$ cat src/sv/apc_matrix_correction_assert.svh
// Assertion macros for the APC block, clocked on i_clk, off while i_rst_n is low.
`ifndef APC_MATRIX_CORRECTION_ASSERT_SVH
`define APC_MATRIX_CORRECTION_ASSERT_SVH

// antecedent implies consequent in the same cycle
`define APC_ASSERT_NOW(lbl, ante, cons, msg) \
    lbl: assert property (@(posedge i_clk) disable iff (!i_rst_n) (ante) |-> (cons)) \
        else $error(msg);

// antecedent implies consequent in the following cycle
`define APC_ASSERT_NEXT(lbl, ante, cons, msg) \
    lbl: assert property (@(posedge i_clk) disable iff (!i_rst_n) (ante) |=> (cons)) \
        else $error(msg);

`endif

$ cat src/sv/apc_pkg.sv
`timescale 1ns / 1ps

package apc_pkg;

    localparam int MAX_DIM_DEF = 128;

    localparam int IDX_W  = 7;
    localparam int SIZE_W = 8;
    localparam logic [SIZE_W-1:0] SIZE_RST = 8'd128;
    localparam int VAL_W  = 32;
    localparam int REQ_W  = 2;
    localparam int STAT_W = 2;

    // stream payload: row, col, value, padded to whole bytes
    localparam int IN_DATA_W  = ((2 * IDX_W + VAL_W + 7) / 8) * 8;
    localparam int OUT_DATA_W = VAL_W;

    localparam int SUM_W     = 40;  // column sum
    localparam int TOT_W     = 46;  // total sum
    localparam int Q_W       = 35;  // quotient bits resolved by the divider
    localparam int MUL_SPLIT = 20;  // low slice of the first multiplier operand

    typedef enum logic [REQ_W-1:0] {
        REQ_LOAD  = 2'd0,
        REQ_READ  = 2'd1,
        REQ_CLEAR = 2'd2,
        REQ_NOP   = 2'd3
    } t_req;

    typedef enum logic [STAT_W-1:0] {
        ST_OK         = 2'd0,
        ST_TOTAL_ZERO = 2'd1,
        ST_RANGE      = 2'd2
    } t_stat;

    typedef struct packed {
        logic entry_we;
        logic col_we;
    } t_mem_ctl;

    typedef struct packed {
        logic busy;
        logic done;
    } t_quot_stat;

endpackage

$ cat src/sv/apc_quot.sv
`timescale 1ns / 1ps

// |a*b| / |t|, truncated, clamped to 2^(Q_W-1).
module apc_quot (
    input  logic                          i_clk,
    input  logic                          i_rst_n,
    input  logic                          i_start,
    input  logic [apc_pkg::SUM_W-1:0]     i_ma,
    input  logic [apc_pkg::SUM_W-1:0]     i_mb,
    input  logic [apc_pkg::TOT_W-1:0]     i_mt,
    output logic [apc_pkg::Q_W-1:0]       o_q,
    output apc_pkg::t_quot_stat           o_stat
);

    localparam int SW     = apc_pkg::SUM_W;
    localparam int TW     = apc_pkg::TOT_W;
    localparam int QW     = apc_pkg::Q_W;
    localparam int LO_W   = apc_pkg::MUL_SPLIT;
    localparam int HI_W   = SW - LO_W;
    localparam int PP_W   = LO_W + SW;
    localparam int PROD_W = 2 * SW;
    localparam int CNT_W  = $clog2(QW);
    localparam logic [CNT_W-1:0] CNT_LAST = CNT_W'(QW - 1);
    localparam logic [QW-1:0] Q_MAX = {1'b1, {(QW-1){1'b0}}};

    typedef enum logic [6:0] {
        Q_IDLE = 7'b0000001,
        Q_MUL0 = 7'b0000010,
        Q_MUL1 = 7'b0000100,
        Q_SUM  = 7'b0001000,
        Q_CHK  = 7'b0010000,
        Q_DIV  = 7'b0100000,
        Q_DONE = 7'b1000000
    } t_qstate;

    t_qstate           r_state, n_state;
    logic [CNT_W-1:0]  r_cnt, n_cnt;

    logic [SW-1:0]     r_a, r_b;
    logic [TW-1:0]     r_t;
    logic [PP_W-1:0]   r_pp0, r_pp1;
    logic [PROD_W-1:0] r_prod;
    logic [TW-1:0]     r_rem;
    logic [QW-1:0]     r_low;
    logic [QW-1:0]     r_q;

    logic [TW:0]       trial;
    logic [TW:0]       diff;
    logic              fits;
    logic              big;

    assign trial = {r_rem, r_low[QW-1]};
    assign diff  = trial - {1'b0, r_t};
    assign fits  = trial >= {1'b0, r_t};
    // quotient of 2^QW or more: top bits of the product already reach the divisor
    assign big   = TW'(r_prod[PROD_W-1:QW]) >= r_t;

    always_comb begin
        n_state = r_state;
        n_cnt   = r_cnt;
        unique case (r_state)
            Q_IDLE: begin
                if (i_start) begin
                    n_state = Q_MUL0;
                end
            end
            Q_MUL0: n_state = Q_MUL1;
            Q_MUL1: n_state = Q_SUM;
            Q_SUM:  n_state = Q_CHK;
            Q_CHK: begin
                n_cnt   = '0;
                n_state = big ? Q_DONE : Q_DIV;
            end
            Q_DIV: begin
                n_cnt = r_cnt + 1'b1;
                if (r_cnt == CNT_LAST) begin
                    n_state = Q_DONE;
                end
            end
            Q_DONE: n_state = Q_IDLE;
            default: n_state = Q_IDLE;
        endcase
    end

    always_ff @(posedge i_clk) begin
        if (!i_rst_n) begin
            r_state <= Q_IDLE;
            r_cnt   <= '0;
        end else begin
            r_state <= n_state;
            r_cnt   <= n_cnt;
        end
    end

    always_ff @(posedge i_clk) begin
        case (r_state)
            Q_IDLE: begin
                r_a <= i_ma;
                r_b <= i_mb;
                r_t <= i_mt;
            end
            Q_MUL0: r_pp0 <= {{(PP_W-LO_W){1'b0}}, r_a[LO_W-1:0]} * {{(PP_W-SW){1'b0}}, r_b};
            Q_MUL1: r_pp1 <= {{(PP_W-HI_W){1'b0}}, r_a[SW-1:LO_W]} * {{(PP_W-SW){1'b0}}, r_b};
            Q_SUM:  r_prod <= {{(PROD_W-PP_W){1'b0}}, r_pp0} + {r_pp1, {LO_W{1'b0}}};
            Q_CHK: begin
                r_rem <= TW'(r_prod[PROD_W-1:QW]);
                r_low <= r_prod[QW-1:0];
                r_q   <= big ? Q_MAX : '0;
            end
            Q_DIV: begin
                r_rem <= fits ? diff[TW-1:0] : trial[TW-1:0];
                r_low <= {r_low[QW-2:0], 1'b0};
                r_q   <= {r_q[QW-2:0], fits};
            end
            default: begin
            end
        endcase
    end

    assign o_q         = (r_q > Q_MAX) ? Q_MAX : r_q;
    assign o_stat.busy = (r_state != Q_IDLE);
    assign o_stat.done = (r_state == Q_DONE);

endmodule

$ cat config.mk
export PLATFORM = sky130hd
export DESIGN_NAME = apc_quot
export DESIGN_NICKNAME = d
export VERILOG_FILES = /design/src/sv/apc_matrix_correction_assert.svh /design/src/sv/apc_pkg.sv /design/src/sv/apc_quot.sv
export SDC_FILE = /design/constraint.sdc
export NUM_CORES = 2
export LEC_CHECK = 0
export BUFFER_PORTS_ARGS = -buffer_cell sky130_fd_sc_hd__buf_2
export CAP_MARGIN = 20
export CORE_ASPECT_RATIO = 1.25
export CORE_UTILIZATION = 60
export DETAILED_ROUTE_END_ITERATION = 7
export PLACE_DENSITY = 0.74
export SYNTH_ARGS = -nofsm -noshare
export SYNTH_HDL_FRONTEND = slang
export SYNTH_SLANG_ARGS = --single-unit
$ cat constraint.sdc
create_clock -name i_clk -period 9.6 [get_ports i_clk]
set_input_delay 1.92 -clock i_clk [delete_from_list [all_inputs] [get_ports i_clk]]
set_output_delay 1.92 -clock i_clk [all_outputs]
set_load 0.01 [all_outputs]
==> metrics.cfg <==
[outcome]
status = complete, but fails checks
violations = design-rule violations

[worst_setup_path]
reg2reg_depth = 24
slowest_stage = edfxtp_1
r2r_setup_slack_ps = 1210
path_max_fanout = 21
critPathArrivalTime_ps = 8770
max_stage_delay_ps = 930
r2r-start = r_b[11]$_DFFE_PP_
worstPathRequired_ps = 9970
path_cells = buf_4 > nand2_1 > fa_1 > fa_1 > fa_1 > inv_1 > fa_1 > fa_1 > fa_1 > inv_1 > fa_1 > inv_1 > ha_1 > a211oi_1 > nor2_1 > a2111oi_2 > a21boi_2 > a41oi_2 > a41oi_1 > buf_4 > a22o_1 > nor4_1 > o31ai_1 > xor2_1
crit_top_cell = fa_1
critPathTopFamily = adder cells
critPathKind = reg -> reg
reg2reg_to = r_pp1[55]$_DFFE_PP_
end_kind = register
critPathBufInv = 5
worst_setup_path_start_kind = register

[timing]
finalCriticalPeriod_ps = 8390
setup_tns_ps = 0
max_freq_mhz = 119
final-max-slew-violation-count = 0
hold_viol_final = 0
fin_crit_sh = 0.874
final.setup.worst_slack_ps = 1210
relSlewSlack = 0.147
max_slew.worst_pin.slew_ps = 1280
skew_ps = 37.2
finalSetupViolCount = 0
rsz0062_at_grt = false

[hold_path]
holdPathStages = 0
hp-class = reg -> reg
hold_end = r_prod[16]$_DFFE_PP_
hp-start = r_pp0[16]$_DFFE_PP_

[floorplan]
die_h_um = 392
core_um2 = 120000
die_w_um = 314
initial_core_util = 0.606
rows = 142
ios = 166
die-area_um2 = 123000

[drt]
drt_pass1_iterations = 8
drc_errors = 1
dr_total_vias = 52800
drtIter0Drc = 4182
vias_per_cell = 5.73
final_antenna_net_count = 0
routed_wl_um = 186000
routedWlPerCell_um = 20.2

[global_routing]
grt_pass1_vias = 56900
overflow = 0
grt_max_degree = 88
grtUsageTotal = 0.314
antenna_found_initial = 4
grt_pass1_wl_um = 301000

[placed_design]
io_buffers = 165
pre_cts_ws_ps = 1360
dp.cells = 9131
placed_area_um2 = 75200
gp_congestion = 0.986
dp_hpwl_um = 147000

[cts]
cts_tree = yes
cts.clk_slew.worst_paths_ps = 70
ctsResizeCount = 0
hold_buffers = 0
htreeDepth = 2
worstSkewPairLatency_ps = 660
root_buffer = clkbuf_16
cts_made_buffers = 50
post_cts_buffers = 0
max-clock-path-buffers = 3
clock-sinks = 455

[logic_synthesis]
synth_edf_count = 442
ys_ff_latch = 455
synthCells = 7674
ys.flop_type = edfxtp_1
synth.avg_cell_area_um2 = 9.51
seq_area_frac_synth = 0.186
synth_nets = 9638
async_flop_share = 0
synthesis.area_um2 = 72900
yosys.area.top_type = fa_1
synth_area_leaders = fa_1 (37%), edfxtp_1 (18%), ha_1 (8.1%)
synth_warnings = 0
yosys.area.top_type_share = 0.374
ys_types = 100

[job]
cap_violations = 0

[finish]
final_cell_mix = inv_1 (1532), fa_1 (1362), nand2_1 (1284)
n_antenna_cell = 0
nets = 9567
finalInstanceArea_um2 = 76900
nFillCells = 9686
drive_gt1_frac = 0.0568
final_common_cell = inv_1
stdcell_count = 9224
syn_to_final_growth_pct = 5.39

## synthesized netlist by cell type (all sizes together) (21+ instances only)
master  instances
a21o          145
a21oi         225
a31oi          24
and2          692
and3           31
buf            21
clkbuf        404
edfxtp        442
fa           1362
ha            473
inv          1534
mux2i          34
nand2        1285
nand3          58
nand4          55
nor2          137
nor2b          33
nor3           30
o211ai         23
o21a           22
o21ai         164
o21bai         35
xnor2         134
xor2           74
## worst max path at each step
stage                                  from                   to  slack (ps)  cells past startpoint
after floorplan            r_a[5]$_DFFE_PP_  r_pp0[54]$_DFFE_PP_        2560                     26
final                     r_b[11]$_DFFE_PP_  r_pp1[55]$_DFFE_PP_        1210                     24
after global placement    r_b[12]$_DFFE_PP_  r_pp1[55]$_DFFE_PP_        1550                     25
after detailed placement   r_a[6]$_DFFE_PP_  r_pp0[54]$_DFFE_PP_        1360                     25
after CTS                 r_b[11]$_DFFE_PP_  r_pp1[55]$_DFFE_PP_        1330                     24
after global routing      r_b[11]$_DFFE_PP_  r_pp1[55]$_DFFE_PP_         890                     25
## cells by family (layout without fill, tap and decap cells)
kind of cell / after synthesis / count (layout) / synth area share
muxes: 34 / 34 / 0.00467
AOI/OAI and AO/OA: 773 / 773 / 0.0699
buffers and inverters: 1959 / 1925 / 0.102
adders and majority gates: 1835 / 1835 / 0.455
DFF: 455 / 455 / 0.186
xor gates and xnor gates: 208 / 208 / 0.0250
and+or+nand+nor: 2410 / 2410 / 0.158
## metrics by stage
| step | utilization | hold slack [ps] |
|---|---|---|
| final | 0.639 | 414 |
| after detailed placement | 0.625 | 405 |
| after global placement | 0.625 | 402 |
| after global routing | 0.639 | 418 |
| after floorplan | - | 400 |
| after CTS | 0.638 | 416 |
## layout make-up
cell class | instances | area [µm²] | area share
clock buffers | 60 | 1330 | 0.0173
clock inverters | 29 | 299 | 0.00389
inverters | 1534 | 5770 | 0.0750
multi-input cells | 5260 | 52000 | 0.676
flip-flops and latches | 455 | 13500 | 0.176
well taps | 1584 | 1980 | 0.0258
repair buffers | 302 | 1960 | 0.0256
## registers in the layout (all words and copies together) (netlist names)
register and cells:
r_prod 80, r_pp0 60, r_pp1 60, r_rem 46, r_t 46, r_a 40, r_b 40, r_low 35
r_q 35, r_state 7, r_cnt 6
## routing by layer
metal	vias to the layer above	GRT usage	share of wire
met5	-	0	0.00023
met4	6	0.133	0.047
met3	557	0.0626	0.093
met2	2443	0.518	0.47
met1	26500	0.403	0.39
li1	23400	-	-
Power is left out: the tool's default activity adds up to more than one toggle a clock period on the data nets, which glitch-free logic cannot reach.
